`config.mk`:
```
export PLATFORM = sky130hd
export DESIGN_NAME = qtv_coef_ram
export DESIGN_NICKNAME = d
export VERILOG_FILES = /design/src/rtl/core/qtv_pkg.sv /design/src/rtl/core/qtv_coef_ram.sv
export SDC_FILE = /design/constraint.sdc
export NUM_CORES = 2
export LEC_CHECK = 0
export ABC_AREA = 1
export BUFFER_PORTS_ARGS = -buffer_cell sky130_fd_sc_hd__buf_2
export CAP_MARGIN = 25
export CORE_MARGIN = 1.5
export CORE_UTILIZATION = 36
export CTS_BUF_LIST = sky130_fd_sc_hd__clkbuf_8
export CTS_CLUSTER_DIAMETER = 120
export CTS_CLUSTER_SIZE = 25
export DETAILED_ROUTE_END_ITERATION = 8
export PLACE_DENSITY = 0.52
export SLEW_MARGIN = 20
export SYNTH_ARGS = -nofsm -noshare
export SYNTH_HDL_FRONTEND = slang
export SYNTH_MEMORY_MAX_BITS = 65536
export SYNTH_SLANG_ARGS = --single-unit
```
`constraint.sdc`:
```
create_clock -name clk -period 3.7 [get_ports clk]
set_input_delay 0.555 -clock clk [delete_from_list [all_inputs] [get_ports clk]]
set_output_delay 0.555 -clock clk [all_outputs]
set_load 0.01 [all_outputs]
```
`src/rtl/core/qtv_pkg.sv`:
```
// Shared types and constants of the quintic trajectory velocity generator.
package qtv_pkg;

  localparam int TIME_W  = 32;
  localparam int COEF_W  = 32;
  localparam int DUR_W   = 24;
  localparam int TOT_W   = 26;
  localparam int TWO_W   = 27;
  localparam int ACC_W   = 39;
  localparam int PROD_W  = 64;
  localparam int VEL_W   = 32;
  localparam int VEL_FIELDS = 6;

  localparam logic KIND_LOAD = 1'b0;
  localparam logic KIND_EVAL = 1'b1;

  localparam logic [1:0] REG_DUR0 = 2'd0;
  localparam logic [1:0] REG_DUR1 = 2'd1;
  localparam logic [1:0] REG_DUR2 = 2'd2;
  localparam logic [1:0] REG_DUR3 = 2'd3;

  localparam logic [DUR_W-1:0] DUR0_RST = 24'd294912;
  localparam logic [DUR_W-1:0] DUR1_RST = 24'd98304;
  localparam logic [DUR_W-1:0] DUR2_RST = 24'd78643;
  localparam logic [DUR_W-1:0] DUR3_RST = 24'd131072;

  // Operations of the shared multiply-accumulate unit.
  localparam logic [1:0] OP_NONE = 2'd0;
  localparam logic [1:0] OP_INIT = 2'd1;
  localparam logic [1:0] OP_MLO  = 2'd2;
  localparam logic [1:0] OP_MHI  = 2'd3;

  typedef struct packed {
    logic                     kind;
    logic [7:0]               coef_index;
    logic signed [COEF_W-1:0] coef_value;
    logic [TIME_W-1:0]        abs_time;
  } in_item_t;

  typedef struct packed {
    logic signed [VEL_W-1:0] vel_j0;
    logic signed [VEL_W-1:0] vel_j1;
    logic signed [VEL_W-1:0] vel_j2;
    logic signed [VEL_W-1:0] vel_j3;
    logic signed [VEL_W-1:0] vel_j4;
    logic signed [VEL_W-1:0] vel_j5;
    logic [1:0]              segment;
    logic                    reversed;
  } out_item_t;

  typedef struct packed {
    logic [1:0] op;
    logic       add;
    logic [2:0] k;
  } mac_ctl_t;

endpackage

```
`src/rtl/core/qtv_coef_ram.sv`:
```
// Coefficient memory: one write port, one registered read port.
module qtv_coef_ram #(
  parameter int DEPTH  = 144,
  parameter int ADDR_W = 8
) (
  input  logic                             clk,
  input  logic                             we,
  input  logic [ADDR_W-1:0]                waddr,
  input  logic signed [qtv_pkg::COEF_W-1:0] wdata,
  input  logic [ADDR_W-1:0]                raddr,
  output logic signed [qtv_pkg::COEF_W-1:0] rdata
);

  logic signed [qtv_pkg::COEF_W-1:0] mem [DEPTH];

  always_ff @(posedge clk) begin
    if (we) begin
      mem[waddr] <= wdata;
    end
    rdata <= mem[raddr];
  end

endmodule

```
**Word level (Yosys, flattened, before mapping)**

Memory sizes are Yosys's and may differ from the RTL's. A register that Yosys moved wholly into a read port is not among the register bits.
Cells that the tools add are included.

- Shift-type cells: 0
- Eq/ne operators: 0
- Bitwise operators: 0
- Add/subtract/negate cells: 0
- Div/mod/pow operators: 0
- Magnitude comparators: 0
- Muxes and demuxes: 2
- Reduce and logical (&&, ||, !) cells: 0
- Multiply operators: 0

Operator list:

| cell | count |
|---|---|
| $mux 1 | 2 |

- Logic and storage cells: 3
- Latch bits: 0
- Output and inout bits: 32
- Bits in read-only memories: 0
- Bits in writable memories: 4608
- Memories: 1
- Bits in registers: 0
- Input port bits: 50

Memories:

| name | depth | bits a word | rd ports | clocked after memory_dff | write ports | RTL line | text |
|---|---|---|---|---|---|---|---|
| mem | 144 | 32 | 1 | 1 | 1 | qtv_coef_ram.sv:14 | `logic signed [qtv_pkg::COEF_W-1:0] mem [DEPTH];` |

**Longest topological paths before layout**

- Depth after elaboration: 2
- Gate-level depth with buffers: 15
- Gate-level depth less buffers: 11

**Least setup slack after synthesis**

No wires, ideal clock.

- Kind: input port to flip-flop
- Start: input port we
- End: memory mem[50][0] (netlist bit), enable pin
- Data arrival time: 2.658 ns
- Cell stages on the path: 4
- Required time: 3.279 ns
- Path slack: 0.621 ns
- Cell sequence: clkbuf_1 > nand3_1 > clkbuf_1 > nor2_1

- Word-level cells in the longest chain between the ends: 2

Ends and longest elaborated chain:

| what | RTL line | text |
|---|---|---|
| start: declaration | qtv_coef_ram.sv:7 | `input logic we,` |
| $mux 1 | qtv_coef_ram.sv:17 | `if (we) begin` |
| $mux 1 (not written as such) | qtv_coef_ram.sv:18 | `mem[waddr] <= wdata;` |
| end: declaration | qtv_coef_ram.sv:14 |  |

No other way between the ends.

**Worst setup path after layout**

- Start: register rdata[1] (netlist bit) (read register of mem)
- End: output port rdata[1] (netlist bit)

RTL lines:

| what | RTL line | text |
|---|---|---|
| start: declaration | qtv_coef_ram.sv:11 | `output logic signed [qtv_pkg::COEF_W-1:0] rdata` |

No word-level cell between the ends.

==> flow_summary.json <==
{
  "status": "complete, no violations",
  "max_slew_margin_pct": 24.5,
  "crit_start": "rdata[1]",
  "gp_congestion": 0.883,
  "placementRows": 263,
  "syn_avg_cell_area_um2": 12.5,
  "synth-xor-area-share_pct": 0,
  "path_delay_family": "flip-flops",
  "rr_startpoint": "mem[3][7]",
  "grt_max_degree": 145,
  "die_h_um": 721,
  "synth_nets": 14900,
  "hold_depth": 4,
  "placed_area_um2": 199000,
  "synth_largest_area_cell": "edfxtp_1",
  "fin_crit_ns": 2.95,
  "reg2reg_to": "rdata[7]",
  "routed_via_density": 5.44,
  "cts_made_buffers": 208,
  "max_stage_delay_ns": 0.85,
  "whs_endpoint": "mem[29][10]",
  "io_buffers": 81,
  "fin_crit_sh_pct": 79.7,
  "antenna_found_initial": 47,
  "grt_pass1_wl_um": 855000,
  "synth_top_family_by_area": "simple AND/OR/NAND/NOR gates",
  "use_met2_pct": 35.2,
  "grt-busiest-layer": "met2",
  "powerDensity_nw_per_um2": 427,
  "drt-pass1-iter-count": 8,
  "skew_ns": 0.122,
  "critical_path.cell_chain": "buf_2",
  "synthAdderAreaFrac_pct": 0,
  "place_hpwl_um": 354000,
  "final_nets": 15000,
  "grt_setup_unrepaired": "false",
  "irDropWorstVdd_uv": 344,
  "design_area_um2": 203000,
  "ant_nets": 0,
  "dp.cells": 21600,
  "area_delta_synth_final_pct": 9.17,
  "slew_viol_final": 0,
  "hp-class": "primary input to flip-flop",
  "ys_seq_elements": 4640,
  "synth_cells": 14900,
  "globalRouteMet3Util_pct": 3.31,
  "die_width_um": 721,
  "cts_tree": "built",
  "routed-via-count": 120000,
  "setup_tns_ns": 0,
  "clock-sinks": 4640,
  "required_ns": 3.14,
  "drv_cap": 0,
  "final-hold-violation-count": 0,
  "yosys_warnings": 0,
  "post_drt_wl_per_cell_um": 27.6,
  "muxShareOfSynthArea_pct": 0,
  "worst_setup_path_start_kind": "flip-flop",
  "post_cts_buffers": 0,
  "synth-main-ff-cell": "edfxtp_1",
  "ys_top_cells_by_area": "edfxtp_1 74%, nand3_1 11%, nand2_1 8.6%, buf_2 1.2%, nor2_1 0.86%",
  "cp.arrival_ns": 2.40,
  "setup_viol": 0,
  "synth_cell_type_count": 21,
  "core-area_um2": 514000,
  "clk_latency_ns": 1.26,
  "cp_slowest_cell": "dfxtp_1",
  "r2r_slack_ns": 1.41,
  "power_leakage_nw": 68.1,
  "overflow": 0,
  "root_buffer": "clkbuf_8",
  "synth_edf_count": 4608,
  "netlist_top_cells_count": "4608 x edfxtp_1, 4280 x nand2_1, 4082 x nand3_1",
  "tightest_slew_ns": 1.13,
  "cts_max_level": 4,
  "grt_use_met1_pct": 32.7,
  "io_pins": 82,
  "path_class": "flip-flop to output port",
  "drc_errors": 0,
  "min_from": "we",
  "cts.path.max_buffers": 4,
  "synthArstFlopShare_pct": 0,
  "path_buf_inv": 1,
  "drtIter0Drc": 14700,
  "r2r.worst_path.cells": 10,
  "yosysMostFrequentCell": "edfxtp_1",
  "grt_usage_pct": 22.6,
  "start_util_pct": 36.2,
  "synth_top_area_share_pct": 74.5,
  "finalNonFillerCells": 22000,
  "grt_pass1_vias": 112000,
  "synth-simple-area-share_pct": 20.5,
  "wirelength_um": 606000,
  "layout-drive-gt1-share_pct": 8.24,
  "end_kind": "output port",
  "max_freq_ghz": 0.339,
  "synth-compound-area-share_pct": 1.35,
  "path_max_fanout": 1,
  "ys_seq_area_share_pct": 74.8,
  "finalPower_mw": 86.7,
  "die_area_um2": 521000,
  "synth_area_um2": 186000,
  "clk_pin_slew_worst_paths_ns": 0.17
}
report_power, final:
group	switching, mW	total (mW)	internal, mW
clock network	15.7	21.1	5.37
logic	5.64	7.66	2.02
registers	0.150	58.0	57.9
total	21.5	86.7	65.2
cell usage in the layout, fill, tap and decap left out, drive strengths merged:
master,synthesis,final
dfxtp,32,32
nand2,4280,4280
clkinv,0,3
o21ai,256,256
bufinv,0,1
diode,0,42
edfxtp,4608,4608
clkbuf,173,211
dlygate4sd3,0,34
inv,38,102
o211ai,19,19
buf,849,857
o22ai,19,19
nand3,4082,4082
nor2,427,427
clkinvlp,0,6
o221ai,109,109
per-layer routing:
layer | wire (um) | share of wire, %
met5 | 130 | 0.021
met4 | 21200 | 3.5
met3 | 46500 | 7.7
met2 | 274000 | 45
met1 | 264000 | 44
how the worst max path moves through the flow:
stage	to	slack, ns	depth (start not counted)
after global routing	rdata[1]	0.74	1
after floorplan	mem[50][0]	0.62	4
final	rdata[1]	0.75	1
after CTS	rdata[20]	0.72	1
after detailed placement	rdata[25]	0.16	15
after global placement	rdata[25]	0.19	15
registers in the layout, summed over array words and instances, names as in the netlist:
signal  cells
mem      4608
rdata      32
metrics by stage:
stage          hold WS (ns)  utilization, %  setup WS, ns
6_report              0.196            39.5         0.750
5_1_grt               0.136            39.5         0.737
4_1_cts              0.0628            39.5         0.717
3_5_place_dp          0.792            38.8         0.162
2_1_floorplan         0.654               -         0.621
3_3_place_gp          0.786            38.8         0.189
kinds of logic (layout without fill, tap and decap cells):
family          Yosys count  count (layout)
compound gates          403             403
buf+inv                1060            1214
flops                  4640            4640
other cells               0              42
simple gates           8789            8789
repair_timing:
item                       CTS  global route
resized for setup            0             0
hold buffers                34             0
hold endpoints to repair  2368             0
final cells by class:
type / count / area [um^2]
sequential: 4640 / 139000
fill: 48400 / 311000
inverter: 38 / 214
timing repair buffer: 891 / 9950
tap: 6890 / 8620
clock inverter: 74 / 359
clock buffer: 211 / 2900
antenna: 42 / 105
multi-input combinational: 9192 / 41700
Power figures use the tool's default switching activity.
