### src/rtl/core/qtv_pkg.sv
// Shared types and constants of the quintic trajectory velocity generator.
package qtv_pkg;

  localparam int TIME_W  = 32;
  localparam int COEF_W  = 32;
  localparam int DUR_W   = 24;
  localparam int TOT_W   = 26;
  localparam int TWO_W   = 27;
  localparam int ACC_W   = 39;
  localparam int PROD_W  = 64;
  localparam int VEL_W   = 32;
  localparam int VEL_FIELDS = 6;

  localparam logic KIND_LOAD = 1'b0;
  localparam logic KIND_EVAL = 1'b1;

  localparam logic [1:0] REG_DUR0 = 2'd0;
  localparam logic [1:0] REG_DUR1 = 2'd1;
  localparam logic [1:0] REG_DUR2 = 2'd2;
  localparam logic [1:0] REG_DUR3 = 2'd3;

  localparam logic [DUR_W-1:0] DUR0_RST = 24'd294912;
  localparam logic [DUR_W-1:0] DUR1_RST = 24'd98304;
  localparam logic [DUR_W-1:0] DUR2_RST = 24'd78643;
  localparam logic [DUR_W-1:0] DUR3_RST = 24'd131072;

  // Operations of the shared multiply-accumulate unit.
  localparam logic [1:0] OP_NONE = 2'd0;
  localparam logic [1:0] OP_INIT = 2'd1;
  localparam logic [1:0] OP_MLO  = 2'd2;
  localparam logic [1:0] OP_MHI  = 2'd3;

  typedef struct packed {
    logic                     kind;
    logic [7:0]               coef_index;
    logic signed [COEF_W-1:0] coef_value;
    logic [TIME_W-1:0]        abs_time;
  } in_item_t;

  typedef struct packed {
    logic signed [VEL_W-1:0] vel_j0;
    logic signed [VEL_W-1:0] vel_j1;
    logic signed [VEL_W-1:0] vel_j2;
    logic signed [VEL_W-1:0] vel_j3;
    logic signed [VEL_W-1:0] vel_j4;
    logic signed [VEL_W-1:0] vel_j5;
    logic [1:0]              segment;
    logic                    reversed;
  } out_item_t;

  typedef struct packed {
    logic [1:0] op;
    logic       add;
    logic [2:0] k;
  } mac_ctl_t;

endpackage

### src/rtl/core/qtv_mac_unit.sv
// Shared Horner step unit: split multiply, rounding shift, scaled add, saturation.
module qtv_mac_unit (
  input  logic                               clk,
  input  qtv_pkg::mac_ctl_t                  ctl,
  input  logic signed [qtv_pkg::COEF_W-1:0]  coef,
  input  logic [qtv_pkg::TIME_W-1:0]         tau,
  output logic signed [qtv_pkg::ACC_W-1:0]   acc
);

  localparam logic signed [48:0] ACC_MAX = 49'sd274877906943;
  localparam logic signed [48:0] ACC_MIN = -49'sd274877906944;

  logic signed [qtv_pkg::PROD_W-1:0] prod;
  logic [15:0]                       half;
  logic signed [55:0]                mp;
  logic signed [qtv_pkg::PROD_W-1:0] mp_ext;
  logic signed [qtv_pkg::PROD_W-1:0] q;
  logic signed [35:0]                kc;
  logic signed [48:0]                sum;
  logic signed [qtv_pkg::ACC_W-1:0]  sat;

  always_comb begin
    half   = (ctl.op == qtv_pkg::OP_MHI) ? tau[31:16] : tau[15:0];
    mp     = acc * $signed({1'b0, half});
    mp_ext = {{(qtv_pkg::PROD_W-56){mp[55]}}, mp};
    kc     = coef * $signed({1'b0, ctl.k});
    // Round half up, then arithmetic shift by the 16 fraction bits of tau.
    q      = prod + 64'sd32768;
    sum    = {q[63], q[63:16]} + {{13{kc[35]}}, kc};
    if (sum > ACC_MAX) begin
      sat = ACC_MAX[qtv_pkg::ACC_W-1:0];
    end else if (sum < ACC_MIN) begin
      sat = ACC_MIN[qtv_pkg::ACC_W-1:0];
    end else begin
      sat = sum[qtv_pkg::ACC_W-1:0];
    end
  end

  always_ff @(posedge clk) begin
    case (ctl.op)
      qtv_pkg::OP_INIT: begin
        if (ctl.add) begin
          acc <= sat;
        end else begin
          acc <= {{(qtv_pkg::ACC_W-36){kc[35]}}, kc};
        end
      end
      qtv_pkg::OP_MLO: prod <= mp_ext;
      qtv_pkg::OP_MHI: prod <= prod + {mp_ext[qtv_pkg::PROD_W-17:0], 16'b0};
      default: begin
      end
    endcase
  end

endmodule

### config.mk
export PLATFORM = sky130hd
export DESIGN_NAME = qtv_mac_unit
export DESIGN_NICKNAME = d
export VERILOG_FILES = /design/src/rtl/core/qtv_pkg.sv /design/src/rtl/core/qtv_mac_unit.sv
export SDC_FILE = /design/constraint.sdc
export NUM_CORES = 2
export LEC_CHECK = 0
export BUFFER_PORTS_ARGS = -buffer_cell sky130_fd_sc_hd__buf_2
export CAP_MARGIN = 20
export CORE_ASPECT_RATIO = 0.75
export CORE_MARGIN = 4
export CORE_UTILIZATION = 40
export CTS_BUF_LIST = sky130_fd_sc_hd__clkbuf_16
export CTS_CLUSTER_DIAMETER = 100
export DETAILED_ROUTE_END_ITERATION = 8
export PLACE_DENSITY_LB_ADDON = 0.3
export SYNTH_ARGS = -nofsm -noshare
export SYNTH_HDL_FRONTEND = slang
export SYNTH_SLANG_ARGS = --single-unit
export TNS_END_PERCENT = 30
### constraint.sdc
create_clock -name clk -period 12.79 [get_ports clk]
set_input_delay 2.558 -clock clk [delete_from_list [all_inputs] [get_ports clk]]
set_output_delay 2.558 -clock clk [all_outputs]
set_load 0.01 [all_outputs]
After elaboration in Yosys (flattened, before gate mapping)
Cells that the tools add are included.
- bits in registers: 103
- bits in latches: 0
- RAM bits: 0
- bits in read-only memories: 0
- logic and storage cells: 18
- memories kept: 0
- add/sub/neg operators: 3
- $mul: 2
- divide/modulo/power cells: 0
- $lt $le $gt $ge: 2
- equal/unequal tests: 3
- shift operators: 0
- multiplexer cells: 5
- bitwise gates (word level): 0
- reductions and logical operators: 1
- operators with widths (cell ; number):
    $pmux 64 s2 ; 1
    $mux 39 ; 3
    $add 64x17->64 const B ; 1
    $add 64x64->64 ; 1
    $mul 39x17->56 ; 1
    $add 48x36->49 ; 1
    $gt 49x39->1 const B ; 1
    $lt 49x39->1 const B ; 1
    $mul 32x4->36 ; 1
    $mux 16 ; 1
    $eq 2x2->1 const B ; 2
    $eq 2x1->1 const B ; 1
    $reduce_bool 2->1 ; 1

Logic depth before layout (Yosys ltp)
- depth after elaboration: 6
- depth in mapped cells: 41
- gate-level depth less buffers: 38

Least setup slack after synthesis
No wires, ideal clock.
- kind: input-to-reg
- start point: in ctl[4] in the netlist's numbering
- end point: reg prod[59] in the netlist's numbering, data pin
- library setup time: 0.254 ns
- data arrival time: 11.003 ns
- setup slack: 1.533 ns
- stages: 37
- cell sequence: and2_1 -> clkbuf_1 -> clkbuf_1 -> nand2_1 -> nand2_1 -> clkbuf_1 -> nand2_1 -> fa_1 -> fa_1 -> fa_1 -> fa_1 -> inv_1 -> fa_1 -> inv_1 -> fa_1 -> inv_1 -> ha_1 -> and3_1 -> and3_1 -> a2111oi_2 -> o21bai_1 -> a21o_1 -> a21o_1 -> a21oi_1 -> xnor2_1 -> ha_1 -> a21oi_1 -> o21ai_0 -> o31ai_1 -> a31oi_1 -> a311oi_1 -> o21ai_0 -> o31a_1 -> a22o_1 -> o21ai_0 -> xnor2_1 -> a21o_1
- longest elaborated chain between the ends: 5
- elaborated cells between the ends (all ways): 6
- those cells by class: 1 x add/sub; 1 x mul; 2 x eq/ne; 2 x mux
- RTL lines (element ; line ; RTL):
    start, declared ; qtv_mac_unit.sv:4 ; input qtv_pkg::mac_ctl_t ctl,
    $eq 2x2->1 ; qtv_mac_unit.sv:23, qtv_mac_unit.sv:40 ;
    $mux 16 ; qtv_mac_unit.sv:23 ; half = (ctl.op == qtv_pkg::OP_MHI) ? tau[31:16] : tau[15:0];
    $mul 39x17->56 ; qtv_mac_unit.sv:24 ; mp = acc * $signed({1'b0, half});
    $add 64x64->64 ; qtv_mac_unit.sv:49 ; qtv_pkg::OP_MHI: prod <= prod + {mp_ext[qtv_pkg::PROD_W-17:0], 16'b0};
    $pmux 64 s2 (*) ; qtv_mac_unit.sv:40 ; case (ctl.op)
    end signal, assigned ; qtv_mac_unit.sv:48 ; qtv_pkg::OP_MLO: prod <= mp_ext;
    end signal, assigned ; qtv_mac_unit.sv:49 ;
    end, declared ; qtv_mac_unit.sv:13 ; logic signed [qtv_pkg::PROD_W-1:0] prod;
Every way passes the cells marked *; elsewhere a longest branch is shown, timed or not.
A chain may end at the register's enable or synchronous reset.

Final worst setup path
Ends and elaborated chain as after synthesis.

==> metrics.txt <==
# TYPE chip_impl_metric gauge
chip_impl_metric{name="fp.coreArea",unit="µm²"} 86100
chip_impl_metric{name="syn_area",unit="µm²"} 34900
chip_impl_metric{name="dr.first_iter.drc_count",unit=""} 1856
chip_impl_metric{name="rrSetupSlack",unit="ns"} 3.06
chip_impl_metric{name="via_count",unit=""} 27400
chip_impl_metric{name="fmaxAchievable",unit="MHz"} 82.2
chip_impl_metric{name="effective_utilization_at_floorplan",unit="%"} 40.5
chip_impl_info{name="synthTopCellsByArea",value="sky130_fd_sc_hd__fa_1, sky130_fd_sc_hd__ha_1, sky130_fd_sc_hd__inv_1, sky130_fd_sc_hd__edfxtp_1, sky130_fd_sc_hd__nand2_1"} 1
chip_impl_info{name="hp-class",value="flop to flop"} 1
chip_impl_metric{name="cts.clk_slew.worst_paths",unit="ns"} 0.07
chip_impl_metric{name="diodes",unit=""} 0
chip_impl_metric{name="max_slew.worst_pin.slew",unit="ns"} 1.21
chip_impl_metric{name="hold_viol",unit=""} 0
chip_impl_info{name="status",value="completed"} 1
chip_impl_metric{name="final_layout_size_suffix_gt1_share",unit="%"} 4.71
chip_impl_metric{name="synthDistinctLibCells",unit=""} 79
chip_impl_metric{name="largest_net_degree_at_the_start_of_global_routing",unit=""} 59
chip_impl_metric{name="viasPerCell",unit=""} 5.15
chip_impl_metric{name="rr_worst_depth",unit=""} 31
chip_impl_metric{name="grt_first_pass_wirelength",unit="µm"} 149000
chip_impl_metric{name="worstPathArrival",unit="ns"} 12.30
chip_impl_metric{name="synth_compound_gate_area_share",unit="%"} 11.2
chip_impl_info{name="clockRootBuffer",value="sky130_fd_sc_hd__clkbuf_16"} 1
chip_impl_info{name="dominant_combinational_cell_family_by_area_after_synthesis",value="adder cells"} 1
chip_impl_info{name="crit_type",value="primary input to flop"} 1
chip_impl_metric{name="async_reset_ff_share",unit="%"} 0
chip_impl_metric{name="avgSynthCellArea",unit="µm²"} 8.31
chip_impl_metric{name="floorplan.rows",unit=""} 93
chip_impl_info{name="hold_endpoint",value="prod[63]"} 1
chip_impl_metric{name="finish.cell_count_without_fillers",unit=""} 5322
chip_impl_metric{name="yosys.area_share.simple",unit="%"} 18.1
chip_impl_info{name="endpoint_kind",value="flop"} 1
chip_impl_info{name="cp_slowest_cell",value="sky130_fd_sc_hd__nand2_1"} 1
chip_impl_info{name="synth_common_cells",value="sky130_fd_sc_hd__inv_1, sky130_fd_sc_hd__nand2_1, sky130_fd_sc_hd__fa_1"} 1
chip_impl_info{name="hp-start",value="prod[63]"} 1
chip_impl_metric{name="clkLatencyLatePin",unit="ns"} 0.38
chip_impl_metric{name="wire_per_inst",unit="µm"} 17.2
chip_impl_metric{name="place_worst_setup_slack",unit="ns"} 0.398
chip_impl_metric{name="path_max_fanout",unit=""} 19
chip_impl_info{name="synth_ff_type",value="sky130_fd_sc_hd__edfxtp_1"} 1
chip_impl_metric{name="netlist.area_leader.share",unit="%"} 35.7
chip_impl_info{name="setup.worst_path.start_class",value="primary input"} 1
chip_impl_metric{name="die-width",unit="µm"} 349
chip_impl_metric{name="die_height",unit="µm"} 264
chip_impl_info{name="post-synth-top-area-cell",value="sky130_fd_sc_hd__fa_1"} 1
chip_impl_metric{name="clock-skew-final",unit="ns"} 0.0155
chip_impl_metric{name="detail-route-antenna-nets",unit=""} 0
chip_impl_metric{name="final.min_clock_period",unit="ns"} 12.16
chip_impl_metric{name="die_area",unit="µm²"} 92000
chip_impl_metric{name="detail_route.first_pass.iterations",unit=""} 5
chip_impl_metric{name="ys_seq_elements",unit=""} 88
chip_impl_metric{name="postLayoutCoreUtil",unit="%"} 42.7
chip_impl_metric{name="post_cts_setup_repair_bufs",unit=""} 0
chip_impl_metric{name="slew_headroom",unit="%"} 18.1
chip_impl_metric{name="nets",unit=""} 5168
chip_impl_metric{name="placed_cells_incl_taps",unit=""} 5306
chip_impl_metric{name="io-pin-count",unit=""} 110
chip_impl_info{name="r2r-end",value="prod[59]"} 1
chip_impl_metric{name="global_route.usage.total",unit="%"} 20.1
chip_impl_info{name="synth_most_common_cell",value="sky130_fd_sc_hd__inv_1"} 1
chip_impl_metric{name="drt_drc_violations_left",unit=""} 0
chip_impl_metric{name="clockBufferDepth",unit=""} 2
chip_impl_metric{name="edff_count_synth",unit=""} 88
chip_impl_metric{name="gp_routability_congestion",unit=""} 0.914
chip_impl_metric{name="setup_violations",unit=""} 0
chip_impl_metric{name="detail_route.wirelength",unit="µm"} 91400
chip_impl_metric{name="syn2layout_area_growth",unit="%"} 5.41
chip_impl_info{name="setup_repair_after_global_routing_missed_its_margin",value="no"} 1
chip_impl_metric{name="holdPathStages",unit=""} 2
chip_impl_metric{name="synthesis.nets",unit=""} 5185
chip_impl_metric{name="htree_levels",unit=""} 3
chip_impl_metric{name="timing_max_transition_violations_final",unit=""} 0
chip_impl_metric{name="slowest_delay",unit="ns"} 0.58
chip_impl_metric{name="number_of_antenna_violations_at_the_first_check_in_global_routing",unit=""} 0
chip_impl_info{name="r2r_start",value="acc[10]"} 1
chip_impl_metric{name="synthesized_instance_count",unit=""} 4194
chip_impl_metric{name="max_cap_violations",unit=""} 0
chip_impl_metric{name="synth-xor-area-share",unit="%"} 5.37
chip_impl_metric{name="cts_buffers",unit=""} 9
chip_impl_metric{name="gr-total-overflow",unit=""} 0
chip_impl_info{name="crit_top_cell",value="sky130_fd_sc_hd__fa_1"} 1
chip_impl_metric{name="synth.area.mux_share",unit="%"} 0.212
chip_impl_metric{name="critPathRequiredTime",unit="ns"} 12.93
chip_impl_metric{name="min_period_over_period",unit="%"} 95.1
chip_impl_metric{name="clock_sinks",unit=""} 88
chip_impl_metric{name="port-buffer-count",unit=""} 109
chip_impl_metric{name="first_global_vias",unit=""} 27200
chip_impl_metric{name="finalSetupTns",unit="ns"} 0
chip_impl_metric{name="yosys_warnings",unit=""} 0
chip_impl_metric{name="worst_slack",unit="ns"} 0.626
chip_impl_info{name="cts_tree",value="built"} 1
chip_impl_metric{name="post-dp-hpwl",unit="µm"} 77000
chip_impl_metric{name="synth_fa_ha_area_share",unit="%"} 46.4
chip_impl_metric{name="seq_area_frac_synth",unit="%"} 7.58
## cell usage in the layout, fill, tap and decap left out, drive strengths merged, types with 13 or more instances in the layout
cell type / instances
a211oi: 21
a21o: 89
a21oi: 202
a31oi: 19
and2: 239
and3: 28
buf: 138
edfxtp: 88
fa: 621
ha: 299
inv: 863
nand2: 647
nand2b: 30
nand3: 49
nand4: 35
nor2: 135
nor2b: 98
nor3: 26
o211ai: 13
o21a: 17
o21ai: 137
o21bai: 24
xnor2: 141
xor2: 70
## cell type report
| type | count | area (µm²) |
|---|---|---|
| clock buffer | 9 | 225 |
| clock inverter | 7 | 72.6 |
| fill | 8741 | 49400 |
| inverter | 860 | 3230 |
| multi-input combinational | 3080 | 28400 |
| sequential | 88 | 2640 |
| tap | 1140 | 1430 |
| timing repair buffer | 138 | 763 |
## worst max path at each step
stage	from	to	slack, ns	cells past startpoint
floorplan	ctl[4]	prod[59]	1.53	37
global placement	ctl[4]	prod[60]	0.50	33
detailed placement	ctl[4]	prod[59]	0.40	35
CTS	ctl[4]	prod[59]	0.75	35
global route	ctl[4]	prod[59]	0.07	35
finish	ctl[4]	prod[59]	0.63	35
## metrics by stage
stage	instance area [µm²]	hold WS (ns)
floorplan	34900	0.697
global placement	36400	0.792
detailed placement	36400	0.795
CTS	36700	0.813
global route	36700	0.853
finish	36700	0.810
## sequential cells by signal, indices dropped and copies added, names as in the netlist
signal / count
prod: 49
acc: 39
## what timing repair did
item	in CTS	in global routing
endpoints found under the setup margin	0	1
hold buffers	0	0
resized for setup	0	1
## layer usage
layer  track usage [%]  up-vias  part of all wire, %
li1                  -    13000                    -
met1              29.5    13600                   47
met2              32.3      645                   46
met3              2.31       83                  5.4
met4              3.32        0                  1.8
met5                 0        -                    0
## cells by family after synthesis
| kind of cell | after synthesis |
|---|---|
| compound gates | 613 |
| xor+xnor | 212 |
| fa+ha+maj | 920 |
| buf+inv | 1026 |
| flops | 88 |
| mux | 7 |
| simple gates | 1328 |
## critical path, delay by kind of cell
| family | cells | cell delay [ns] |
|---|---|---|
| AOI/OAI and AO/OA | 15 | 3.70 |
| xor gates and xnor gates | 2 | 0.33 |
| adders and majority gates | 8 | 3.69 |
| buffers and inverters | 4 | 0.27 |
| and+or+nand+nor | 6 | 1.76 |
Power is not shown: default switching activity piles up to over one toggle a cycle in this logic, so the estimate is an artifact.
