### src/rtl/core/qtv_pkg.sv
// Shared types and constants of the quintic trajectory velocity generator.
package qtv_pkg;

  localparam int TIME_W  = 32;
  localparam int COEF_W  = 32;
  localparam int DUR_W   = 24;
  localparam int TOT_W   = 26;
  localparam int TWO_W   = 27;
  localparam int ACC_W   = 39;
  localparam int PROD_W  = 64;
  localparam int VEL_W   = 32;
  localparam int VEL_FIELDS = 6;

  localparam logic KIND_LOAD = 1'b0;
  localparam logic KIND_EVAL = 1'b1;

  localparam logic [1:0] REG_DUR0 = 2'd0;
  localparam logic [1:0] REG_DUR1 = 2'd1;
  localparam logic [1:0] REG_DUR2 = 2'd2;
  localparam logic [1:0] REG_DUR3 = 2'd3;

  localparam logic [DUR_W-1:0] DUR0_RST = 24'd294912;
  localparam logic [DUR_W-1:0] DUR1_RST = 24'd98304;
  localparam logic [DUR_W-1:0] DUR2_RST = 24'd78643;
  localparam logic [DUR_W-1:0] DUR3_RST = 24'd131072;

  // Operations of the shared multiply-accumulate unit.
  localparam logic [1:0] OP_NONE = 2'd0;
  localparam logic [1:0] OP_INIT = 2'd1;
  localparam logic [1:0] OP_MLO  = 2'd2;
  localparam logic [1:0] OP_MHI  = 2'd3;

  typedef struct packed {
    logic                     kind;
    logic [7:0]               coef_index;
    logic signed [COEF_W-1:0] coef_value;
    logic [TIME_W-1:0]        abs_time;
  } in_item_t;

  typedef struct packed {
    logic signed [VEL_W-1:0] vel_j0;
    logic signed [VEL_W-1:0] vel_j1;
    logic signed [VEL_W-1:0] vel_j2;
    logic signed [VEL_W-1:0] vel_j3;
    logic signed [VEL_W-1:0] vel_j4;
    logic signed [VEL_W-1:0] vel_j5;
    logic [1:0]              segment;
    logic                    reversed;
  } out_item_t;

  typedef struct packed {
    logic [1:0] op;
    logic       add;
    logic [2:0] k;
  } mac_ctl_t;

endpackage

### src/rtl/core/qtv_mod_unit.sv
// Restoring remainder unit, one dividend bit per cycle.
module qtv_mod_unit (
  input  logic                        clk,
  input  logic                        rst,
  input  logic                        start,
  input  logic [qtv_pkg::TIME_W-1:0]  dividend,
  input  logic [qtv_pkg::TWO_W-1:0]   divisor,
  output logic                        done,
  output logic [qtv_pkg::TWO_W-1:0]   rem
);

  logic [qtv_pkg::TIME_W-1:0] dvd;
  logic [qtv_pkg::TWO_W-1:0]  dsr;
  logic [5:0]                 cnt;
  logic [qtv_pkg::TWO_W:0]    trial;

  always_comb begin
    trial = {rem, dvd[qtv_pkg::TIME_W-1]};
    if (trial >= {1'b0, dsr}) begin
      trial = trial - {1'b0, dsr};
    end
  end

  always_ff @(posedge clk) begin
    if (rst) begin
      cnt  <= '0;
      done <= 1'b0;
    end else begin
      done <= 1'b0;
      if (start) begin
        cnt <= 6'(qtv_pkg::TIME_W);
      end else if (cnt != '0) begin
        cnt  <= cnt - 6'd1;
        done <= (cnt == 6'd1);
      end
    end
  end

  always_ff @(posedge clk) begin
    if (start) begin
      dvd <= dividend;
      dsr <= divisor;
      rem <= '0;
    end else if (cnt != '0) begin
      dvd <= {dvd[qtv_pkg::TIME_W-2:0], 1'b0};
      rem <= trial[qtv_pkg::TWO_W-1:0];
    end
  end

endmodule

### config.mk
export PLATFORM = sky130hd
export DESIGN_NAME = qtv_mod_unit
export DESIGN_NICKNAME = d
export VERILOG_FILES = /design/src/rtl/core/qtv_pkg.sv /design/src/rtl/core/qtv_mod_unit.sv
export SDC_FILE = /design/constraint.sdc
export NUM_CORES = 1
export LEC_CHECK = 0
export BUFFER_PORTS_ARGS = -buffer_cell sky130_fd_sc_hd__buf_2
export CORE_MARGIN = 1.5
export CORE_UTILIZATION = 32
export DETAILED_ROUTE_END_ITERATION = 8
export SYNTH_ARGS = -nofsm -noshare
export SYNTH_HDL_FRONTEND = slang
export SYNTH_SLANG_ARGS = --single-unit
### constraint.sdc
create_clock -name clk -period 2.8 [get_ports clk]
set_input_delay 0.28 -clock clk [delete_from_list [all_inputs] [get_ports clk]]
set_output_delay 0.28 -clock clk [all_outputs]
set_load 0.02 [all_outputs]
; ---- Word-level counts from Yosys, hierarchy flattened
; Index checks and enable logic that the tools add are counted.
[totals]
reg_bits = 93
in_bits = 62
out_inout_bits = 28
word_cells = 20
[classes]
bitwise = 1
reduce_logical = 4
n_addsub = 2
n_lt_le_gt_ge = 1
eq_ne = 1
muxes = 5
[op_table]
columns = op, count
row1 = 2-to-1 mux 32 bit, 2
row2 = >= comparator 28 x 27 -> 1 bit, 1
row3 = 2-to-1 mux 27 bit, 1
row4 = subtractor 27 bit, 1
row5 = 2-to-1 mux 6 bit, 2
row6 = "== test 6 x 1 -> 1 bit, second input constant", 1
row7 = nonzero test 6 bit, 1
row8 = "subtractor 6 x 1 -> 6 bit, second input constant", 1
row9 = OR reduction 3 bit, 1
row10 = nonzero test 2 bit, 1
row11 = OR reduction 2 bit, 1
row12 = inverter 1 bit, 1

; ---- Longest topological paths before layout
; Gate-level depths: netlist of the first run.
[logic_depth]
ltp_word = 3
ltp_mapped = 13
ltp_nobuf = 11

; ---- Worst setup path after synthesis of the first run
; Ideal clock, no wire load.
[synth_timing]
path_type = flip-flop to flip-flop
start = register rem[8] (netlist name)
end = register rem[21] (netlist name)
setup_ns = 0.091
n_path_buf = 0
required_ns = 2.709
slack_ns = 0.134
arrival_ns = 2.575
path_stages_with_launch = 10
synth_period_minus_slack_ns = 2.666
cell_sequence = dfxtp_1 > ha_1 > a21o_1 > a221o_1 > a21o_1 > or2_4 > a21boi_4 > o21ai_1 > a221o_1 > a311oi_1
[synth_between]
elab_chain_len = 2
word_cells_on_any_way = 3
classes_between = add/sub (1) / order compare (1) / mux (1)
[synth_rtl]
columns = element, line
row1 = "start, declared", qtv_mod_unit.sv:9  ; output logic [qtv_pkg::TWO_W-1:0] rem
row2 = "start signal, assigned", qtv_mod_unit.sv:46  ; rem <= trial[qtv_pkg::TWO_W-1:0];
row3 = subtractor 27 bit / >= comparator 28 x 27 -> 1 bit (equally long branches), "qtv_mod_unit.sv:20, qtv_mod_unit.sv:19"
row4 = 2-to-1 mux 27 bit (*), qtv_mod_unit.sv:19  ; if (trial >= {1'b0, dsr}) begin
; Mark *: on every way between the ends. The rest lies on a longest branch, timed or not.
; A chain may end at the register's enable or synchronous reset.

; ---- Final worst setup path of the first run
[layout_timing]
start = register dvd[31] (netlist name)
end = register rem[23] (netlist name)
[layout_between]
elab_chain_len = 2
word_cells_on_any_way = 3
classes_between = add/sub (1) / order compare (1) / mux (1)
[layout_rtl]
columns = element, line
row1 = "start, declared", qtv_mod_unit.sv:12  ; logic [qtv_pkg::TIME_W-1:0] dvd;
row2 = "start signal, assigned", qtv_mod_unit.sv:41  ; dvd <= dividend;
row3 = "start signal, assigned", qtv_mod_unit.sv:45  ; dvd <= {dvd[qtv_pkg::TIME_W-2:0], 1'b0};
row4 = subtractor 27 bit / >= comparator 28 x 27 -> 1 bit (equally long branches), "qtv_mod_unit.sv:20, qtv_mod_unit.sv:19"
row5 = 2-to-1 mux 27 bit (*), qtv_mod_unit.sv:19
; Marks and branches as above.

==> results of run 1 <==
## flip-flops by register name (all words and copies together) (netlist names)
name	flops
cnt	6
done	1
dsr	27
dvd	32
rem	27
## metal layers
layer	vias to the layer above	part of all wire [%]
met5	-	0
met4	0	1.6
met3	14	7.3
met2	98	46
met1	1958	45
li1	2076	-
## metrics by stage
stage,cells,cell area [um^2],setup WS [ns]
finish,830,6540,0.00986
global route,829,6530,-0.133
CTS,823,6310,-0.000887
detailed placement,806,5990,-0.0641
global placement,806,5990,0.0000733
floorplan,504,5240,0.134
## critical path, stage by stage (launching register included)
cell and delay, ns:
sky130_fd_sc_hd__edfxtp_1 0.40, sky130_fd_sc_hd__inv_1 0.08, sky130_fd_sc_hd__ha_2 0.19, sky130_fd_sc_hd__fa_2 0.22
sky130_fd_sc_hd__nor2b_2 0.05, sky130_fd_sc_hd__o31a_1 0.36, sky130_fd_sc_hd__o2111ai_2 0.20, sky130_fd_sc_hd__nand4_1 0.18
sky130_fd_sc_hd__a21oi_4 0.32, sky130_fd_sc_hd__buf_6 0.15, sky130_fd_sc_hd__mux2_4 0.28, sky130_fd_sc_hd__mux2i_1 0.18
sky130_fd_sc_hd__a211oi_2 0.05
## area by class of cell
class                   instances  area (um^2)
inverters                      37          139
well taps                     216          270
flip-flops and latches         93         2450
clock buffers                   9          225
repair buffers                117          712
multi-input cells             350         2660
diodes                          1         2.50
clock inverters                 7         71.3
fillers                      1578         9410
## placed cells by master, fill, tap and decap left out, types with 19 or more instances in the layout
| master | netlist | final |
|---|---|---|
| sky130_fd_sc_hd__buf_2 | 2 | 88 |
| sky130_fd_sc_hd__edfxtp_1 | 59 | 59 |
| sky130_fd_sc_hd__nor2_1 | 53 | 53 |
| sky130_fd_sc_hd__inv_1 | 37 | 36 |
| sky130_fd_sc_hd__dfxtp_1 | 34 | 34 |
| sky130_fd_sc_hd__nand2_1 | 34 | 33 |
| sky130_fd_sc_hd__mux2_2 | 32 | 32 |
| sky130_fd_sc_hd__ha_1 | 30 | 25 |
| sky130_fd_sc_hd__buf_4 | 4 | 23 |
| sky130_fd_sc_hd__a21oi_1 | 22 | 21 |
| sky130_fd_sc_hd__nor3_1 | 19 | 19 |
| sky130_fd_sc_hd__a211oi_1 | 25 | 19 |
## logic make-up after synthesis
group	after synthesis	share of synthesized area, %
simple gates	144	12.7
xor+xnor	14	2.34
compound gates	125	17.2
mux	36	7.69
flops	93	46.8
fa+ha+maj	31	7.55
buf+inv	61	5.73
## final timing paths
path         depth (start not counted)  startpoint      end
max                                 12     dvd[31]  rem[23]
min reg2reg                          2      rem[1]   rem[1]
min                                  1  divisor[5]   dsr[5]
max reg2reg                         12     dvd[31]  rem[23]
## where the power goes
| group | switching, mW | leakage (nW) | total (mW) | internal (mW) |
|---|---|---|---|---|
| combinational | 1.81 | 1.78 | 3.22 | 1.40 |
| clock | 0.594 | 0.148 | 1.23 | 0.634 |
| sequential | 0.208 | 0.876 | 2.05 | 1.85 |
## what timing repair did
action,in CTS,in global routing
gates resized for setup,3,32
endpoints found under the setup margin,16,22
setup buffers,1,5
pin swaps,1,23
hold endpoints to repair,0,0
gates cloned,0,1
==> flow_metrics.env, run 1 <==
export IMPL_buffer_ports_inserted=89
export IMPL_drt_iter0_markers=208
export IMPL_cap_viol_max_count=0
export IMPL_post_synth_cell_area_avg_um2=10.4
export IMPL_numCtsBuffers=9
export IMPL_chipHeight_um=131
export IMPL_grt_met1_usage_pct=18.3
export IMPL_finalClockSkew_ns=0.00907
export IMPL_postSynth_topFlopCell="sky130_fd_sc_hd__edfxtp_1"
export IMPL_finalWirelength_mm=12.4
export IMPL_drt_pass1_iterations=4
export IMPL_vdd_ir_drop_worst_mv=0.384
export IMPL_routed_via_count=4146
export IMPL_use_met3_pct=5.90
export IMPL_synthMostInstantiatedCell="sky130_fd_sc_hd__edfxtp_1"
export IMPL_critPathCaptureType="register"
export IMPL_start_util_pct=32.9
export IMPL_run_status="finished, final reports clean"
export IMPL_cts_reportedPaths_clkPinSlew_ns=0.07
export IMPL_grt_pass1_vias=4007
export IMPL_gr_ovfl_total=0
export IMPL_via_cell_ratio=5.00
export IMPL_post_synthesis_cell_area_um2=5240
export IMPL_chipWidth_um=131
export IMPL_ys_warnings_count=0
export IMPL_floorplan_core_area_um2=15900
export IMPL_drive_above_1_share_pct=33.0
export IMPL_hpwl_mm=8.78
export IMPL_groute_layer_met2_usage_pct=22.5
export IMPL_timing_worst_setup_path_type="reg2reg"
export IMPL_syn_to_final_growth_pct=24.7
export IMPL_rows=46
export IMPL_synth_cell_type_count=68
export IMPL_grt_use_total_pct=14.7
export IMPL_clock_sinks=93
export IMPL_fin_setup_tns_ns=0
export IMPL_clock_fmax_ghz=0.358
export IMPL_max_slew_worst_pin_slew_ns=0.457
export IMPL_synth_net_count=597
export IMPL_final_period_utilization_pct=99.6
export IMPL_post_layout_total_power_mw=6.50
export IMPL_max_slew_margin_rel_pct=69.3
export IMPL_hold_viol_final=0
export IMPL_period_minus_slack_ns=2.79
export IMPL_worstSkewPairLatency_ns=0.36
export IMPL_yosys_top_cells_count="sky130_fd_sc_hd__edfxtp_1, sky130_fd_sc_hd__nor2_1, sky130_fd_sc_hd__inv_1, sky130_fd_sc_hd__dfxtp_1, sky130_fd_sc_hd__nand2_1"
export IMPL_critPathRequiredTime_ns=3.03
export IMPL_hp_class="in2reg"
export IMPL_final_core_util_pct=41.0
export IMPL_drt_drc_violations_left=0
export IMPL_worst_path_max_fanout=8
export IMPL_gp_congestion=0.889
export IMPL_finalNetCount=701
export IMPL_number_of_antenna_violations_at_the_first_check_in_global_routing=0
export IMPL_postRouteAntennaNets=0
export IMPL_design_portCount=90
export IMPL_post_synth_top_area_cell="sky130_fd_sc_hd__edfxtp_1"
export IMPL_setup_violations_final=0
export IMPL_critical_path_startpoint_type="register"
export IMPL_postSynthRegisterBits=93
export IMPL_count_of_flip_flops_with_a_built_in_enable_after_synthesis=59
export IMPL_grt_pass1_wl_mm=19.5
export IMPL_netlist_instances=504
export IMPL_critical_path_arrival_ns=3.02
export IMPL_die_area_um2=17200
export IMPL_rrSetupSlack_ns=0.01
export IMPL_ctsHoldBuffers=0
export IMPL_max_buffers_root_to_sink=2
export IMPL_grt_start_max_net_pins=58
export IMPL_netlist_area_leader_share_pct=33.8
export IMPL_cts_tree="done"
export IMPL_synth_seq_area_share_pct=46.8
export IMPL_route_detailed_wl_per_inst_um=15.0
export IMPL_power_density_nw_per_um2=994
export IMPL_synth_top_cells_by_area="sky130_fd_sc_hd__edfxtp_1, sky130_fd_sc_hd__dfxtp_1, sky130_fd_sc_hd__ha_1, sky130_fd_sc_hd__mux2_2, sky130_fd_sc_hd__nor2_1"
export IMPL_p_leak_nw=2.81
export IMPL_finalMaxSlewViolations=0
export IMPL_rsz0062_at_grt="yes"
export IMPL_final_hold_worst_slack_ns=0.0957
export IMPL_clockRootBuffer="sky130_fd_sc_hd__clkbuf_16"
export IMPL_clock_tree_htree_level_count=3
export IMPL_postSynth_asyncResetShare_pct=0
export IMPL_layer_carrying_the_most_global_route_usage="met2"
No activity file was read; power rests on OpenSTA's default activity.
==> run 2, diff against run 1 <==
--- a/config.mk
+++ b/config.mk
@@ -6,9 +6,12 @@
 export NUM_CORES = 1
 export LEC_CHECK = 0
 export BUFFER_PORTS_ARGS = -buffer_cell sky130_fd_sc_hd__buf_2
+export CELL_PAD_IN_SITES_DETAIL_PLACEMENT = 0
+export CELL_PAD_IN_SITES_GLOBAL_PLACEMENT = 1
 export CORE_MARGIN = 1.5
 export CORE_UTILIZATION = 32
 export DETAILED_ROUTE_END_ITERATION = 8
+export PLACE_DENSITY_LB_ADDON = 0.1
 export SYNTH_ARGS = -nofsm -noshare
 export SYNTH_HDL_FRONTEND = slang
 export SYNTH_SLANG_ARGS = --single-unit
==> flow_metrics.env, run 2 (synthesized netlist as in run 1, its figures left out) <==
export IMPL_run_status="finished, final reports clean"
export IMPL_post_layout_total_power_mw=6.71
export IMPL_cap_viol_max_count=0
export IMPL_critical_path_arrival_ns=2.92
export IMPL_grt_pass1_wl_mm=21.2
export IMPL_critical_path_max_stage_delay_ns=0.39
export IMPL_min_delay_start="divisor[5]"
export IMPL_p_int_mw=4.04
export IMPL_path_delay_family="compound AO/OA/AOI/OAI gates"
export IMPL_timing_critical_path_buf_inv=3
export IMPL_gr_ovfl_total=0
export IMPL_start_util_pct=32.9
export IMPL_final_cell_area_um2=6740
export IMPL_slowest_stage="sky130_fd_sc_hd__edfxtp_1"
export IMPL_netSwitchingPower_mw=2.67
export IMPL_numCtsBuffers=9
export IMPL_top_regs="dvd: 32 flops, dsr: 27 flops, rem: 27 flops"
export IMPL_chipHeight_um=131
export IMPL_power_sequential_fraction_pct=30.1
export IMPL_rr_endpoint="rem[18]"
export IMPL_clock_sinks=93
export IMPL_gp_congestion=0.836
export IMPL_layout_common_cells="sky130_fd_sc_hd__buf_2, sky130_fd_sc_hd__buf_4, sky130_fd_sc_hd__edfxtp_1"
export IMPL_drive_above_1_share_pct=35.9
export IMPL_path_cells="inv_1, ha_2, fa_2, nor2b_4, o31a_1, o2111ai_2, nand4_1, a21oi_4, buf_4, buf_12, a211oi_1, a211oi_1, a211oi_1"
export IMPL_chipWidth_um=131
export IMPL_hp_class="in2reg"
export IMPL_worst_path_max_fanout=23
export IMPL_share_comb_of_total_power_pct=51.8
export IMPL_worstSkewPairLatency_ns=0.36
export IMPL_most_common_cell_after_layout_fill_and_taps_aside="sky130_fd_sc_hd__buf_2"
export IMPL_largest_reg_flops=32
export IMPL_finalWirelength_mm=13.3
export IMPL_number_of_antenna_violations_at_the_first_check_in_global_routing=0
export IMPL_grt_pass1_vias=4259
export IMPL_die_area_um2=17200
export IMPL_clockRootBuffer="sky130_fd_sc_hd__clkbuf_16"
export IMPL_cts_tree="done"
export IMPL_max_slew_worst_pin_slew_ns=0.480
export IMPL_critical_path_startpoint_type="register"
export IMPL_setup_violations_final=0
export IMPL_max_buffers_root_to_sink=2
export IMPL_rsz0062_at_grt="yes"
export IMPL_drt_drc_violations_left=0
export IMPL_grt_use_total_pct=16.2
export IMPL_finalMaxSlewViolations=0
export IMPL_ctsHoldBuffers=0
export IMPL_drt_iter0_markers=231
export IMPL_grt_start_max_net_pins=40
export IMPL_hold_viol_final=0
export IMPL_setup_slack_ns=0.0911
export IMPL_power_density_nw_per_um2=996
export IMPL_max_slew_margin_rel_pct=68.0
export IMPL_critical_path_reg2reg_startpoint="dvd[31]"
export IMPL_final_period_utilization_pct=96.7
export IMPL_critPathRequiredTime_ns=3.02
export IMPL_syn_to_final_growth_pct=28.6
export IMPL_buffer_ports_inserted=89
export IMPL_critPathCaptureType="register"
export IMPL_rrSetupSlack_ns=0.09
export IMPL_cts_reportedPaths_clkPinSlew_ns=0.08
export IMPL_vdd_ir_drop_worst_mv=0.397
export IMPL_p_leak_nw=2.98
export IMPL_timing_worst_setup_path_type="reg2reg"
export IMPL_pre_cts_ws_ns=-0.0749
export IMPL_floorplan_core_area_um2=15900
export IMPL_postRouteAntennaNets=0
export IMPL_reg2reg_depth=13
export IMPL_switching_share_pct=39.8
export IMPL_rows=46
export IMPL_period_minus_slack_ns=2.71
export IMPL_power_clock_fraction_pct=18.1
export IMPL_placed_inst_area_um2=6230
export IMPL_finalNetCount=737
export IMPL_worst_path_most_repeated_cell="sky130_fd_sc_hd__a211oi_1"
export IMPL_min_to="dsr[5]"
export IMPL_drt_pass1_iterations=5
export IMPL_hold_depth=1
export IMPL_routed_via_count=4275
export IMPL_clock_fmax_ghz=0.369
export IMPL_clock_tree_htree_level_count=3
export IMPL_max_flop_register="dvd"
export IMPL_route_detailed_wl_per_inst_um=15.4
export IMPL_n_antenna_cell=0
export IMPL_hpwl_mm=9.56
export IMPL_finalClockSkew_ns=0.0122
export IMPL_via_cell_ratio=4.94
export IMPL_design_portCount=90
run 2: layout make-up:
| cell class | count | area, um^2 |
|---|---|---|
| clock inverter | 7 | 63.8 |
| fill | 1627 | 9200 |
| multi-input combinational | 350 | 2630 |
| sequential | 93 | 2450 |
| clock buffer | 9 | 225 |
| timing repair buffer | 153 | 956 |
| inverter | 37 | 139 |
| tap | 216 | 270 |
run 2: worst max-delay path by stage:
stage | startpoint | end | slack [ns] | cells after the start
6_report | dvd[31] | rem[18] | 0.09 | 13
5_1_grt | dvd[31] | rem[18] | -0.11 | 13
4_1_cts | dvd[31] | rem[10] | 0.01 | 12
3_5_place_dp | dsr[14] | rem[10] | -0.07 | 11
3_3_place_gp | dsr[9] | rem[10] | -0.03 | 11
2_1_floorplan | rem[8] | rem[21] | 0.13 | 9
run 2: power groups by stage:
stage	Combinational (mW)	Clock (mW)	Sequential (mW)
2_1_floorplan	1.98	0	2.20
3_3_place_gp	3.18	0	2.05
3_5_place_dp	3.19	0	2.06
4_1_cts	3.24	1.27	2.03
5_1_grt	3.85	1.31	2.07
6_report	3.47	1.21	2.02
run 2: per-stage QoR:
stage	hold slack, ns	utilization, %	TNS (ns)	std cells
4_1_cts	0.0750	41.1	0	858
5_1_grt	0.0793	42.3	-0.799	865
2_1_floorplan	0.349	-	0	504
3_5_place_dp	0.458	39.1	-0.202	840
3_3_place_gp	0.456	39.1	-0.0276	840
6_report	0.0935	42.3	0	865
run 2: timing repair:
| action | CTS | global route |
|---|---|---|
| setup endpoints to repair | 11 | 25 |
| gates resized for setup | 2 | 32 |
| pin swaps | 2 | 22 |
| buffers inserted | 2 | 8 |
run 2: metal layers:
| metal | vias to the layer above | wire, um | track usage, % |
|---|---|---|---|
| li1 | 2140 | - | - |
| met1 | 2041 | 6210 | 21.0 |
| met2 | 84 | 6170 | 25.7 |
| met3 | 10 | 751 | 5.58 |
| met4 | 0 | 150 | 4.85 |
| met5 | - | 0 | 0 |
==> run 3, diff against run 2 <==
--- a/config.mk
+++ b/config.mk
@@ -8,8 +8,7 @@
 export BUFFER_PORTS_ARGS = -buffer_cell sky130_fd_sc_hd__buf_2
 export CELL_PAD_IN_SITES_DETAIL_PLACEMENT = 0
 export CELL_PAD_IN_SITES_GLOBAL_PLACEMENT = 1
-export CORE_MARGIN = 1.5
-export CORE_UTILIZATION = 32
+export CORE_UTILIZATION = 40
 export DETAILED_ROUTE_END_ITERATION = 8
 export PLACE_DENSITY_LB_ADDON = 0.1
 export SYNTH_ARGS = -nofsm -noshare
==> flow_metrics.env, run 3 (synthesized netlist as in run 1, its figures left out) <==
export IMPL_n_antenna_cell=0
export IMPL_syn_to_final_growth_pct=29.6
export IMPL_gr_ovfl_total=0
export IMPL_reg2reg_depth=12
export IMPL_cts_tree="done"
export IMPL_hold_depth=1
export IMPL_worstSkewPairLatency_ns=0.35
export IMPL_fillCellCount=1179
export IMPL_critical_path_cell_count=12
export IMPL_grt_pass1_vias=4123
export IMPL_path_delay_family="compound AO/OA/AOI/OAI gates"
export IMPL_drive_above_1_share_pct=36.8
export IMPL_ctsHoldBuffers=0
export IMPL_drt_pass1_iterations=4
export IMPL_final_core_util_pct=53.6
export IMPL_rrSetupSlack_ns=0.04
export IMPL_clock_fmax_ghz=0.363
export IMPL_timing_critical_path_buf_inv=2
export IMPL_hp_class="in2reg"
export IMPL_drt_iter0_markers=186
export IMPL_critical_path_startpoint_type="register"
export IMPL_pre_cts_ws_ns=-0.0834
export IMPL_critPathRequiredTime_ns=3.04
export IMPL_max_buffers_root_to_sink=2
export IMPL_finalWirelength_mm=12.4
export IMPL_top_regs="dvd: 32 flops, dsr: 27 flops, rem: 27 flops"
export IMPL_gp_congestion=0.852
export IMPL_cap_viol_max_count=0
export IMPL_run_status="finished, final reports clean"
export IMPL_finalNetCount=732
export IMPL_grt_start_max_net_pins=42
export IMPL_worst_path_max_fanout=6
export IMPL_post_layout_total_power_mw=6.83
export IMPL_finalClockSkew_ns=0.00708
export IMPL_largest_reg_flops=32
export IMPL_critPathCaptureType="register"
export IMPL_drt_drc_violations_left=0
export IMPL_cell_count_post_placement=788
export IMPL_grt_use_total_pct=19.1
export IMPL_hold_viol_final=0
export IMPL_clock_tree_htree_level_count=3
export IMPL_critical_path_arrival_ns=3.00
export IMPL_power_density_nw_per_um2=1010
export IMPL_p_leak_nw=2.98
export IMPL_finalMaxSlewViolations=0
export IMPL_vdd_ir_drop_worst_mv=0.526
export IMPL_final_hold_worst_slack_ns=0.100
export IMPL_die_area_um2=13600
export IMPL_via_cell_ratio=5.18
export IMPL_chipWidth_um=116
export IMPL_timing_worst_setup_path_type="reg2reg"
export IMPL_max_slew_worst_pin_slew_ns=0.675
export IMPL_start_util_pct=41.4
export IMPL_rows=41
export IMPL_chipHeight_um=116
export IMPL_route_detailed_wl_per_inst_um=15.2
export IMPL_finalNonFillerCells=816
export IMPL_max_slew_margin_rel_pct=55.0
export IMPL_slowest_stage="sky130_fd_sc_hd__edfxtp_1"
export IMPL_layout_common_cells="sky130_fd_sc_hd__buf_2, sky130_fd_sc_hd__edfxtp_1, sky130_fd_sc_hd__nor2_1"
export IMPL_max_flop_register="dvd"
export IMPL_number_of_antenna_violations_at_the_first_check_in_global_routing=0
export IMPL_clock_sinks=93
export IMPL_rsz0062_at_grt="yes"
export IMPL_grt_pass1_wl_mm=19.9
export IMPL_floorplan_core_area_um2=12700
export IMPL_setup_violations_final=0
export IMPL_setup_slack_ns=0.0428
export IMPL_most_common_cell_after_layout_fill_and_taps_aside="sky130_fd_sc_hd__buf_2"
export IMPL_clockRootBuffer="sky130_fd_sc_hd__clkbuf_16"
export IMPL_path_cells="inv_1, ha_2, fa_2, nor2b_2, o31a_1, o2111ai_2, nand4_1, a21oi_4, buf_12, mux2_4, mux2i_1, a211oi_1"
export IMPL_period_minus_slack_ns=2.76
export IMPL_hpwl_mm=8.81
export IMPL_final_period_utilization_pct=98.5
export IMPL_routed_via_count=4230
export IMPL_postRouteAntennaNets=0
export IMPL_critical_path_max_stage_delay_ns=0.43
export IMPL_design_portCount=90
export IMPL_numCtsBuffers=9
export IMPL_buffer_ports_inserted=89
export IMPL_cts_reportedPaths_clkPinSlew_ns=0.07
[run 3: cell types whose count changed in the layout (fill, tap and decap cells not counted), sizes merged]
cell / before / now
clkinv: 1 / 2
clkbuf: 9 / 11
a21oi: 23 / 24
buf: 153 / 145
clkinvlp: 2 / 0
inv: 41 / 42
[run 3: area by class of cell]
| cell class | instances | area [um^2] | share of cell area [%] |
|---|---|---|---|
| inverters | 37 | 139 | 2.05 |
| repair buffers | 147 | 971 | 14.3 |
| well taps | 172 | 215 | 3.17 |
| clock inverters | 7 | 55.1 | 0.811 |
| multi-input cells | 351 | 2730 | 40.2 |
| flip-flops and latches | 93 | 2450 | 36.1 |
| clock buffers | 9 | 225 | 3.32 |
[run 3: layer usage]
layer  vias up  wire length [um]  GRT usage, %  share of wire, %
met1      1985              5830          24.7                47
li1       2138                 -             -                 -
met2        92              5740          30.4                46
met4         0               188          7.26               1.5
met3        15               674          5.35               5.4
met5         -                 0             0                 0
[run 3: power breakdown]
group	internal [mW]	leakage [nW]	switching [mW]
sequential	1.85	0.876	0.190
clock	0.617	0.141	0.568
combinational	1.67	1.97	1.94
[run 3: through the flow]
| stage | TNS (ns) | instance area, um^2 |
|---|---|---|
| floorplan | 0 | 5240 |
| global placement | -0.0979 | 6130 |
| detailed placement | -0.390 | 6130 |
| CTS | -0.00464 | 6490 |
| global route | -0.182 | 6790 |
| finish | 0 | 6790 |
[run 3: worst paths after layout]
path               start       to
min          divisor[25]  dsr[25]
min reg2reg       rem[2]   rem[3]
max              dvd[31]  rem[23]
max reg2reg      dvd[31]  rem[23]
[run 3: worst register-to-register path, delay by kind of cell, from the launching register on]
family,cells,cell delay [ns]
flip-flops,1,0.43
multiplexers,2,0.49
buffers and inverters,2,0.23
adder cells (fa/ha/maj),2,0.40
AND/OR/NAND/NOR,2,0.26
AO/OA/AOI/OAI,4,0.86
[run 3: timing repair]
| item | 4_1_cts | 5_1_grt |
|---|---|---|
| buffers inserted | 3 | 6 |
| resized for setup | 10 | 36 |
| pin swaps | 5 | 26 |
| gates cloned | 1 | 2 |
| hold endpoints to repair | 0 | 0 |
| endpoints found under the setup margin | 19 | 26 |
